[config.mk]
export PLATFORM = sky130hd
export DESIGN_NAME = priority_task_list
export DESIGN_NICKNAME = d
export VERILOG_FILES = /design/src/rtl/ptl_pkg.sv /design/src/rtl/ptl_store.sv /design/src/rtl/priority_task_list.sv
export SDC_FILE = /design/constraint.sdc
export NUM_CORES = 1
export LEC_CHECK = 0
export BUFFER_PORTS_ARGS = -buffer_cell sky130_fd_sc_hd__buf_2
export CORE_MARGIN = 3
export CORE_UTILIZATION = 63
export CTS_CLUSTER_SIZE = 10
export DETAILED_ROUTE_END_ITERATION = 12
export MAX_ROUTING_LAYER = met4
export PLACE_DENSITY = 0.78
export SYNTH_ARGS = -nofsm -noshare
export SYNTH_HDL_FRONTEND = slang
export SYNTH_SLANG_ARGS = --single-unit
export TNS_END_PERCENT = 1
[constraint.sdc]
create_clock -name clk -period 5.58 [get_ports clk]
set_input_delay 1.395 -clock clk [delete_from_list [all_inputs] [get_ports clk]]
set_output_delay 1.395 -clock clk [all_outputs]
set_load 0.01 [all_outputs]
[src/rtl/ptl_pkg.sv]
// Shared types and constants for the priority task list.
// Command and result items, store write enables, field widths.
// No dependencies.
`timescale 1ns / 1ps
`default_nettype none

package ptl_pkg;

  localparam int TASK_SLOTS_DEF = 16;
  localparam int MAX_RESULTS    = 16;
  localparam int SLOT_W         = 4;
  localparam int PRIO_W         = 8;
  localparam int HANDLER_W      = 16;
  localparam int COUNT_W        = 5;

  typedef enum logic [1:0] {
    CMD_CREATE  = 2'd0,
    CMD_DESTROY = 2'd1,
    CMD_RUN     = 2'd2,
    CMD_FIND    = 2'd3
  } cmd_code_t;

  typedef struct packed {
    cmd_code_t              cmd;
    logic [PRIO_W-1:0]      priority_req;
    logic [HANDLER_W-1:0]   handler_id;
    logic [SLOT_W-1:0]      slot_id;
  } task_req_t;

  typedef struct packed {
    logic [SLOT_W-1:0]  result_slot;
    logic               ok;
    logic [COUNT_W-1:0] active_count;
    logic               last;
  } task_rsp_t;

  typedef struct packed {
    logic [PRIO_W-1:0]    prio;
    logic [HANDLER_W-1:0] handler;
  } data_entry_t;

  // Write enables into the slot store
  typedef struct packed {
    logic data_we;
    logic prev_we;
    logic next_we;
  } store_we_t;

endpackage

`default_nettype wire

[src/rtl/ptl_store.sv]
// Slot store: priority/handler memory and prev/next link memory.
// One read address shared by both, registered read data. Uses ptl_pkg.
`timescale 1ns / 1ps
`default_nettype none

module ptl_store #(
  parameter int TASK_SLOTS = ptl_pkg::TASK_SLOTS_DEF
) (
  input  logic                               clk,
  input  ptl_pkg::store_we_t                 we,
  input  logic [$clog2(TASK_SLOTS)-1:0]      data_waddr,
  input  logic [ptl_pkg::PRIO_W-1:0]         wprio,
  input  logic [ptl_pkg::HANDLER_W-1:0]      whandler,
  input  logic [$clog2(TASK_SLOTS)-1:0]      link_waddr,
  input  logic [$clog2(TASK_SLOTS+1)-1:0]    wprev,
  input  logic [$clog2(TASK_SLOTS+1)-1:0]    wnext,
  input  logic [$clog2(TASK_SLOTS)-1:0]      rd_addr,
  output logic [ptl_pkg::PRIO_W-1:0]         rd_prio,
  output logic [ptl_pkg::HANDLER_W-1:0]      rd_handler,
  output logic [$clog2(TASK_SLOTS+1)-1:0]    rd_prev,
  output logic [$clog2(TASK_SLOTS+1)-1:0]    rd_next
);

  localparam int LW = $clog2(TASK_SLOTS + 1);

  ptl_pkg::data_entry_t data_mem [TASK_SLOTS];
  logic [2*LW-1:0]      link_mem [TASK_SLOTS];

  ptl_pkg::data_entry_t data_q;
  logic [2*LW-1:0]      link_q;

  always_ff @(posedge clk) begin
    if (we.data_we) begin
      data_mem[data_waddr] <= '{prio: wprio, handler: whandler};
    end
    data_q <= data_mem[rd_addr];
  end

  // Prev in the upper half, next in the lower half; each half writes alone
  always_ff @(posedge clk) begin
    if (we.prev_we) begin
      link_mem[link_waddr][2*LW-1:LW] <= wprev;
    end
    if (we.next_we) begin
      link_mem[link_waddr][LW-1:0] <= wnext;
    end
    link_q <= link_mem[rd_addr];
  end

  assign rd_prio    = data_q.prio;
  assign rd_handler = data_q.handler;
  assign rd_prev    = link_q[2*LW-1:LW];
  assign rd_next    = link_q[LW-1:0];

endmodule

`default_nettype wire

[src/rtl/priority_task_list.sv]
// Priority task list top level: command sequencer, slot marks, head and count.
// Depends on ptl_pkg and ptl_store.
//
//  channel   | ports                      | handshake
//  ----------+----------------------------+-------------------------------------
//  command   | start, busy, task_req      | taken on start && !busy
//  result    | strobe, task_rsp           | one strobe per result, no back-pressure
//
// Steps: create on a full table or an empty list answers straight from idle, else
// it walks the list from the head to the insert point and then fixes the links.
// Destroy answers straight from idle when ignored, else it reads the slot and
// fixes the links. Run gives one result per cycle after a read of the head. Find
// scans the slots from index 0 up to the first match or the last slot. The store
// has a single read port, so each walked node or scanned slot costs one read.
// Reset: synchronous; clears slot marks, count, head and the sequencer. The
// memories are not cleared; only entries of active slots are ever used.
// Results cannot be stalled; busy stays high until the last result is issued.
`timescale 1ns / 1ps
`default_nettype none

module priority_task_list #(
  parameter int TASK_SLOTS = ptl_pkg::TASK_SLOTS_DEF
) (
  input  logic               clk,
  input  logic               rst,
  input  logic               start,
  output logic               busy,
  input  ptl_pkg::task_req_t task_req,
  output logic               strobe,
  output ptl_pkg::task_rsp_t task_rsp
);

  localparam int SW = $clog2(TASK_SLOTS);
  localparam int LW = $clog2(TASK_SLOTS + 1);
  localparam int CW = $clog2(TASK_SLOTS + 1);
  localparam int KW = $clog2(ptl_pkg::MAX_RESULTS);

  localparam logic [LW-1:0] NO_LINK   = LW'(TASK_SLOTS);
  localparam logic [SW-1:0] LAST_SLOT = SW'(TASK_SLOTS - 1);
  localparam logic [KW-1:0] LAST_K    = KW'(ptl_pkg::MAX_RESULTS - 1);

  typedef logic [ptl_pkg::SLOT_W-1:0]  rslot_t;
  typedef logic [ptl_pkg::COUNT_W-1:0] rcount_t;

  typedef enum logic [7:0] {
    S_IDLE    = 8'b0000_0001,
    S_CR_WALK = 8'b0000_0010,
    S_CR_FIX  = 8'b0000_0100,
    S_CR_FIX2 = 8'b0000_1000,
    S_DS_RD   = 8'b0001_0000,
    S_DS_FIX  = 8'b0010_0000,
    S_RUN     = 8'b0100_0000,
    S_FIND    = 8'b1000_0000
  } state_t;

  // Control registers
  state_t              state, state_next;
  logic [TASK_SLOTS-1:0] active_marks, active_marks_next;
  logic [CW-1:0]       count, count_next;
  logic [LW-1:0]       head, head_next;
  logic [KW-1:0]       k, k_next;

  // Working registers of the current item
  ptl_pkg::task_req_t  req, req_next;
  logic [SW-1:0]       cur, cur_next;   // walk or run node, destroy slot or find index
  logic [SW-1:0]       nw, nw_next;     // slot being created
  logic [LW-1:0]       p_link, p_link_next;
  logic [LW-1:0]       n_link, n_link_next;
  logic                ins_front, ins_front_next;

  // Result issue
  logic                emit;
  rslot_t              emit_slot;
  logic                emit_ok;
  logic                emit_last;

  // Store access
  ptl_pkg::store_we_t  we;
  logic [SW-1:0]       rd_addr, data_waddr, link_waddr;
  logic [LW-1:0]       wprev, wnext;
  logic [ptl_pkg::PRIO_W-1:0]    rd_prio;
  logic [ptl_pkg::HANDLER_W-1:0] rd_handler;
  logic [LW-1:0]       rd_prev, rd_next;

  // Lowest free slot
  logic [SW-1:0]       free_slot;
  logic                full;

  logic [SW-1:0]       sid_idx;
  logic                sid_in;
  logic                run_end;
  logic                match;

  ptl_store #(
    .TASK_SLOTS (TASK_SLOTS)
  ) u_store (
    .clk        (clk),
    .we         (we),
    .data_waddr (data_waddr),
    .wprio      (task_req.priority_req),
    .whandler   (task_req.handler_id),
    .link_waddr (link_waddr),
    .wprev      (wprev),
    .wnext      (wnext),
    .rd_addr    (rd_addr),
    .rd_prio    (rd_prio),
    .rd_handler (rd_handler),
    .rd_prev    (rd_prev),
    .rd_next    (rd_next)
  );

  always_comb begin
    free_slot = '0;
    for (int i = TASK_SLOTS - 1; i >= 0; i--) begin
      if (!active_marks[i]) begin
        free_slot = SW'(i);
      end
    end
  end

  assign full    = &active_marks;
  assign sid_idx = SW'(task_req.slot_id);
  assign sid_in  = (int'(task_req.slot_id) < TASK_SLOTS);
  assign run_end = (rd_next >= NO_LINK) || (k == LAST_K);
  assign match   = active_marks[cur] && (rd_handler == req.handler_id);
  assign busy    = (state != S_IDLE);

  always_comb begin
    state_next        = state;
    active_marks_next = active_marks;
    count_next        = count;
    head_next         = head;
    k_next            = k;
    req_next          = req;
    cur_next          = cur;
    nw_next           = nw;
    p_link_next       = p_link;
    n_link_next       = n_link;
    ins_front_next    = ins_front;

    emit      = 1'b0;
    emit_slot = '0;
    emit_ok   = 1'b0;
    emit_last = 1'b1;

    we         = '0;
    rd_addr    = cur;
    data_waddr = free_slot;
    link_waddr = nw;
    wprev      = NO_LINK;
    wnext      = NO_LINK;

    unique case (state)
      S_IDLE: begin
        if (start) begin
          req_next = task_req;
          unique case (task_req.cmd)
            ptl_pkg::CMD_CREATE: begin
              if (full) begin
                emit = 1'b1;
              end else begin
                // Store priority and handler now; links follow the walk
                nw_next    = free_slot;
                we.data_we = 1'b1;
                if (head == NO_LINK) begin
                  // Empty list: the new slot is head and tail alone
                  we.prev_we                    = 1'b1;
                  we.next_we                    = 1'b1;
                  link_waddr                    = free_slot;
                  head_next                     = LW'(free_slot);
                  active_marks_next[free_slot]  = 1'b1;
                  count_next                    = count + CW'(1);
                  emit                          = 1'b1;
                  emit_slot                     = rslot_t'(free_slot);
                  emit_ok                       = 1'b1;
                end else begin
                  rd_addr    = head[SW-1:0];
                  cur_next   = head[SW-1:0];
                  state_next = S_CR_WALK;
                end
              end
            end
            ptl_pkg::CMD_DESTROY: begin
              if (!sid_in || !active_marks[sid_idx]) begin
                emit      = 1'b1;
                emit_slot = rslot_t'(task_req.slot_id);
              end else begin
                rd_addr                    = sid_idx;
                cur_next                   = sid_idx;
                active_marks_next[sid_idx] = 1'b0;
                count_next                 = count - CW'(1);
                state_next                 = S_DS_RD;
              end
            end
            ptl_pkg::CMD_RUN: begin
              if (head == NO_LINK) begin
                emit = 1'b1;
              end else begin
                rd_addr    = head[SW-1:0];
                cur_next   = head[SW-1:0];
                k_next     = '0;
                state_next = S_RUN;
              end
            end
            ptl_pkg::CMD_FIND: begin
              rd_addr    = '0;
              cur_next   = '0;
              state_next = S_FIND;
            end
            default: begin
              state_next = S_IDLE;
            end
          endcase
        end
      end

      S_CR_WALK: begin
        // Insert in front of the first node with a strictly larger value
        if (req.priority_req < rd_prio) begin
          we.prev_we     = 1'b1;
          we.next_we     = 1'b1;
          wprev          = rd_prev;
          wnext          = LW'(cur);
          ins_front_next = 1'b1;
          p_link_next    = rd_prev;
          state_next     = S_CR_FIX;
        end else if (rd_next >= NO_LINK) begin
          // Append after the tail
          we.prev_we     = 1'b1;
          we.next_we     = 1'b1;
          wprev          = LW'(cur);
          wnext          = NO_LINK;
          ins_front_next = 1'b0;
          state_next     = S_CR_FIX;
        end else begin
          // Advance: read the next node right away
          cur_next = rd_next[SW-1:0];
          rd_addr  = rd_next[SW-1:0];
        end
      end

      S_CR_FIX: begin
        link_waddr = cur;
        if (ins_front) begin
          we.prev_we = 1'b1;
          wprev      = LW'(nw);
        end else begin
          we.next_we = 1'b1;
          wnext      = LW'(nw);
        end
        if (ins_front && (p_link < NO_LINK)) begin
          state_next = S_CR_FIX2;
        end else begin
          if (ins_front) begin
            head_next = LW'(nw);
          end
          active_marks_next[nw] = 1'b1;
          count_next            = count + CW'(1);
          emit                  = 1'b1;
          emit_slot             = rslot_t'(nw);
          emit_ok               = 1'b1;
          state_next            = S_IDLE;
        end
      end

      S_CR_FIX2: begin
        // Point the predecessor at the new slot
        link_waddr            = p_link[SW-1:0];
        we.next_we            = 1'b1;
        wnext                 = LW'(nw);
        active_marks_next[nw] = 1'b1;
        count_next            = count + CW'(1);
        emit                  = 1'b1;
        emit_slot             = rslot_t'(nw);
        emit_ok               = 1'b1;
        state_next            = S_IDLE;
      end

      S_DS_RD: begin
        p_link_next = rd_prev;
        n_link_next = rd_next;
        if (rd_prev < NO_LINK) begin
          link_waddr = rd_prev[SW-1:0];
          we.next_we = 1'b1;
          wnext      = rd_next;
        end else begin
          head_next = rd_next;
        end
        if (rd_next < NO_LINK) begin
          state_next = S_DS_FIX;
        end else begin
          emit       = 1'b1;
          emit_slot  = rslot_t'(cur);
          emit_ok    = 1'b1;
          state_next = S_IDLE;
        end
      end

      S_DS_FIX: begin
        link_waddr = n_link[SW-1:0];
        we.prev_we = 1'b1;
        wprev      = p_link;
        emit       = 1'b1;
        emit_slot  = rslot_t'(cur);
        emit_ok    = 1'b1;
        state_next = S_IDLE;
      end

      S_RUN: begin
        emit      = 1'b1;
        emit_slot = rslot_t'(cur);
        emit_ok   = 1'b1;
        emit_last = run_end;
        if (run_end) begin
          state_next = S_IDLE;
        end else begin
          cur_next = rd_next[SW-1:0];
          rd_addr  = rd_next[SW-1:0];
          k_next   = k + KW'(1);
        end
      end

      S_FIND: begin
        if (match) begin
          emit       = 1'b1;
          emit_slot  = rslot_t'(cur);
          emit_ok    = 1'b1;
          state_next = S_IDLE;
        end else if (cur == LAST_SLOT) begin
          emit       = 1'b1;
          emit_slot  = '1;
          state_next = S_IDLE;
        end else begin
          cur_next = cur + SW'(1);
          rd_addr  = cur + SW'(1);
        end
      end

      default: begin
        state_next = S_IDLE;
      end
    endcase
  end

  always_ff @(posedge clk) begin
    if (rst) begin
      state        <= S_IDLE;
      active_marks <= '0;
      count        <= '0;
      head         <= NO_LINK;
      strobe       <= 1'b0;
    end else begin
      state        <= state_next;
      active_marks <= active_marks_next;
      count        <= count_next;
      head         <= head_next;
      strobe       <= emit;
    end
  end

  // Payload registers: no reset
  always_ff @(posedge clk) begin
    req       <= req_next;
    cur       <= cur_next;
    nw        <= nw_next;
    p_link    <= p_link_next;
    n_link    <= n_link_next;
    ins_front <= ins_front_next;
    k         <= k_next;
    if (emit) begin
      task_rsp.result_slot  <= emit_slot;
      task_rsp.ok           <= emit_ok;
      task_rsp.active_count <= rcount_t'(count_next);
      task_rsp.last         <= emit_last;
    end
  end

endmodule

`default_nettype wire

==> PnR_summary.wiki <==
{| class="wikitable"
! Metric !! Value
|-
| Most used cell, CP || sky130_fd_sc_hd__nor2_1
|-
| Leakage power total || 10.6 nW
|-
| Shortest clock period the worst path allows after layout || 4.64 ns
|-
| Max clock buf depth || 3
|-
| Worst-path fanout max || 9
|-
| Power density of the placed cells || 471 nW/µm²
|-
| Initial detailed-routing violation count || 2246
|-
| Cell area after synthesis || 28700 µm²
|-
| Resized cells post-CTS || 0
|-
| Detail-routed net length per standard cell || 25.4 µm
|-
| Count of TritonRoute iterations in the first routing pass || 6
|-
| Clock Tree Root || sky130_fd_sc_hd__clkbuf_16
|-
| Transition time at the pin with the least slew margin || 1.21 ns
|-
| Fraction of final layout cells sized beyond drive strength 1 || 12.3%
|-
| I/O Buffers || 45
|-
| DRT Wirelength || 69400 µm
|-
| Sequential cell area fraction in the yosys report || 67.5%
|-
| Layout Area Growth over Synthesis || 11.0%
|-
| Final hold viol count || 0
|-
| Type of element capturing the critical path || flip-flop
|-
| Slowest cell on the critical path || sky130_fd_sc_hd__nor4_2
|-
| Filler Cell Count || 2842
|-
| Number of violations of the max-capacitance limit || 0
|-
| Tightest hold margin || 0.472 ns
|-
| Peak Freq || 215 MHz
|-
| Detail Placement HPWL || 40800 µm
|-
| Number of setup violations in the final report || 0
|-
| FF/Latch Area || 19400 µm²
|-
| Critical path data arrival time || 4.88 ns
|-
| Largest stage delay on the critical path || 0.83 ns
|-
| Site row count || 77
|-
| Crit-path leading delay family || simple AND/OR/NAND/NOR gates
|-
| I/O pin total || 46
|-
| Num CTS Buffers || 77
|-
| Avg Cell Area, Syn || 14.2 µm²
|-
| Top_reg_cell synth || sky130_fd_sc_hd__edfxtp_1
|-
| Startpoint class of the critical path || flip-flop
|-
| Maximum vdd ir drop || 0.346 mV
|-
| Final ANT Viol Nets || 0
|-
| Vias per cell || 6.56
|-
| Cells along the critical path || nand4_1 -> nor4_2 -> nand3b_2 -> nor2_1 -> buf_4 -> nor4_1 -> a221oi_1 -> or3_1 -> nor2_1
|-
| First-pass GRT wire length || 106000 µm
|-
| Number of library cell types mapped by synthesis || 79
|-
| Final GP Congestion || 0.958
|-
| Relative slew slack || 18.2%
|-
| Hold path cells || 0
|-
| Final worst slack || 0.939 ns
|-
| Unrepaired setup endpoints after global routing || false
|-
| Synthesis Warnings || 0
|-
| All-Layer GR Usage || 30.1%
|-
| Number of enable-type register cells in the synthesized netlist || 597
|-
| Sum of negative setup slack || 0 ns
|-
| Clk slew on worst S/H paths || 0.06 ns
|-
| Worst min-delay path category || reg2reg
|-
| Area used by multi-input combinational logic || 8640 µm²
|-
| Worst setup slack after placement || 0.566 ns
|-
| # DRC || 0
|-
| # H-tree levels || 3
|-
| Clk_skew || 0.0238 ns
|-
| Reg2Reg Depth || 9
|-
| Combined buffer and inverter count along the critical path || 1
|-
| Initial standard-cell utilization of the core || 64.4%
|-
| Die footprint || 48200 µm²
|-
| Crit. path cell count || 9
|-
| Final period util || 83.2%
|-
| Horizontal extent of the die || 220 µm
|-
| Nets || 2124
|-
| Post-CTS setup buffer count || 0
|-
| Required time of the worst setup path || 5.82 ns
|-
| Gr ovfl total || 0
|-
| Hold-fix buffer count after cts || 0
|-
| Floorplan die height || 220 µm
|-
| Async SR Flop Fraction || 0%
|-
| Gate count of the mapped netlist || 2023
|-
| Vias || 17923
|-
| Clock sink count || 670
|-
| Status || finished clean
|-
| Net count of the mapped netlist || 2067
|-
| Core area || 44600 µm²
|-
| Count of state elements after synthesis || 670
|-
| Clock network latency to the later pin of the worst-skew pair || 0.62 ns
|-
| Critical Setup Path Class || reg2reg
|-
| Initial antenna violation count || 2
|-
| Vias in the first global route || 18036
|-
| Final Max Tran Viols || 0
|-
| Pin count of the biggest net entering global routing || 130
|-
| CTS tree || yes
|}
[cells in the final DEF (no fill, tap or decap), types with 17 or more instances in the layout]
cell type and instances:
sky130_fd_sc_hd__nand2_1 217, sky130_fd_sc_hd__clkbuf_16 78, sky130_fd_sc_hd__o21ai_0 43, sky130_fd_sc_hd__mux2i_1 154, sky130_fd_sc_hd__mux2_1 102, sky130_fd_sc_hd__o211ai_1 148, sky130_fd_sc_hd__buf_2 45, sky130_fd_sc_hd__inv_1 35
sky130_fd_sc_hd__mux2_2 38, sky130_fd_sc_hd__a31oi_1 18, sky130_fd_sc_hd__edfxtp_1 597, sky130_fd_sc_hd__xor2_1 19, sky130_fd_sc_hd__nor3_1 17, sky130_fd_sc_hd__buf_4 43, sky130_fd_sc_hd__nand4_1 46, sky130_fd_sc_hd__nand3_1 31
sky130_fd_sc_hd__nor2_1 92, sky130_fd_sc_hd__nor2_4 17, sky130_fd_sc_hd__clkbuf_1 54, sky130_fd_sc_hd__dfxtp_1 73, sky130_fd_sc_hd__a21oi_1 36
[where the power goes]
group / internal (mW) / total, mW / switching (mW) / leakage [nW]
Sequential: 5.78 / 6.05 / 0.269 / 6.16
Clock: 2.66 / 4.54 / 1.88 / 1.07
Combinational: 1.63 / 4.45 / 2.82 / 3.34
[cells in the mapped netlist, types with 5 or more instances]
cell                       instances  area (µm²)
sky130_fd_sc_hd__a221oi_1          6        52.6
sky130_fd_sc_hd__a22o_1            6        52.6
sky130_fd_sc_hd__or4_1             8        60.1
sky130_fd_sc_hd__nor2b_1          14        87.6
sky130_fd_sc_hd__o21ai_1           5        25.0
sky130_fd_sc_hd__a211oi_1         10        75.1
sky130_fd_sc_hd__nor2_1          108         405
sky130_fd_sc_hd__dfxtp_1          73        1460
sky130_fd_sc_hd__a221o_1           7        70.1
sky130_fd_sc_hd__buf_6            29         327
sky130_fd_sc_hd__nand3_1          31         155
sky130_fd_sc_hd__or3_1             5        31.3
sky130_fd_sc_hd__o211ai_1        148        1110
sky130_fd_sc_hd__a31oi_1          18         113
sky130_fd_sc_hd__nor4_1           12        75.1
sky130_fd_sc_hd__o21a_1            5        37.5
sky130_fd_sc_hd__mux2i_1         154        1540
sky130_fd_sc_hd__a21oi_1          36         180
sky130_fd_sc_hd__nand2b_1         12        75.1
sky130_fd_sc_hd__nand2_1         217         815
sky130_fd_sc_hd__o21ai_0          43         215
sky130_fd_sc_hd__a311oi_1          6        52.6
sky130_fd_sc_hd__nor3_1           17        85.1
sky130_fd_sc_hd__clkbuf_1         45         169
sky130_fd_sc_hd__o31ai_1           7        52.6
sky130_fd_sc_hd__xor2_1           19         166
sky130_fd_sc_hd__mux2_2           38         428
sky130_fd_sc_hd__mux4_2            5         113
sky130_fd_sc_hd__ha_1             11         138
sky130_fd_sc_hd__nand4_1          46         288
sky130_fd_sc_hd__buf_2            37         185
sky130_fd_sc_hd__edfxtp_1        597       17900
sky130_fd_sc_hd__o22ai_1           8        50.1
sky130_fd_sc_hd__and2_1           14        87.6
sky130_fd_sc_hd__inv_1            35         131
sky130_fd_sc_hd__mux2_1          102        1150
sky130_fd_sc_hd__a22oi_1          11        82.6
[cell families after synthesis]
kind of cell,after synthesis,share of synthesized area (%)
flip-flops,670,67.5
AND/OR/NAND/NOR,506,8.17
AO/OA/AOI/OAI,359,8.94
multiplexers,299,11.2
buffers and inverters,156,3.02
XOR/XNOR,22,0.671
adder cells (fa/ha/maj),11,0.479
[metal layers]
layer | routed length (µm) | track usage [%] | vias to the layer above
met5 | 0 | - | -
met4 | 1940 | 9.96 | 0
met3 | 6070 | 5.46 | 168
met2 | 33100 | 46.5 | 913
met1 | 28300 | 41.1 | 8884
li1 | - | - | 7958
[final timing paths]
path                                start  slack [ns]                                to
max          active_marks[3]$_SDFFE_PP0P_        0.94  u_store.link_mem[6][8]$_DFFE_PP_
min             u_store.link_q[7]$_DFF_P_        0.47               p_link[2]$_DFFE_PP_
max reg2reg  active_marks[3]$_SDFFE_PP0P_        0.94  u_store.link_mem[6][8]$_DFFE_PP_
min reg2reg     u_store.link_q[7]$_DFF_P_        0.47               p_link[2]$_DFFE_PP_
[layout make-up]
class	instances	area share, %
flip-flops and latches	670	60.8
clock buffers	132	6.75
repair buffers	98	2.35
multi-input cells	1197	27.1
clock inverters	6	0.275
well taps	592	2.32
inverters	36	0.424
diodes	3	0.0235
[stage by stage]
stage,cell area (µm²),std cells,total power [mW],util [%]
floorplan,28700,2023,9.27,-
global placement,29600,2593,10.4,66.5
detailed placement,29600,2593,10.5,66.5
CTS,31900,2731,15.0,71.5
global route,31900,2733,15.7,71.5
finish,31900,2734,15.0,71.5
[flip-flops by register name (all words and copies together), names as in the netlist]
name and flops:
task_rsp 11, u_store.link_q 10, state 8, active_marks 16, u_store.link_mem 160, u_store.rd_handler 16
count 5, k 4, p_link 5, req 24, nw 4, u_store.data_mem 384
n_link 4, u_store.rd_prio 8, cur 4, strobe 1, ins_front 1, head 5
No activity file was read; power rests on OpenSTA's default activity.
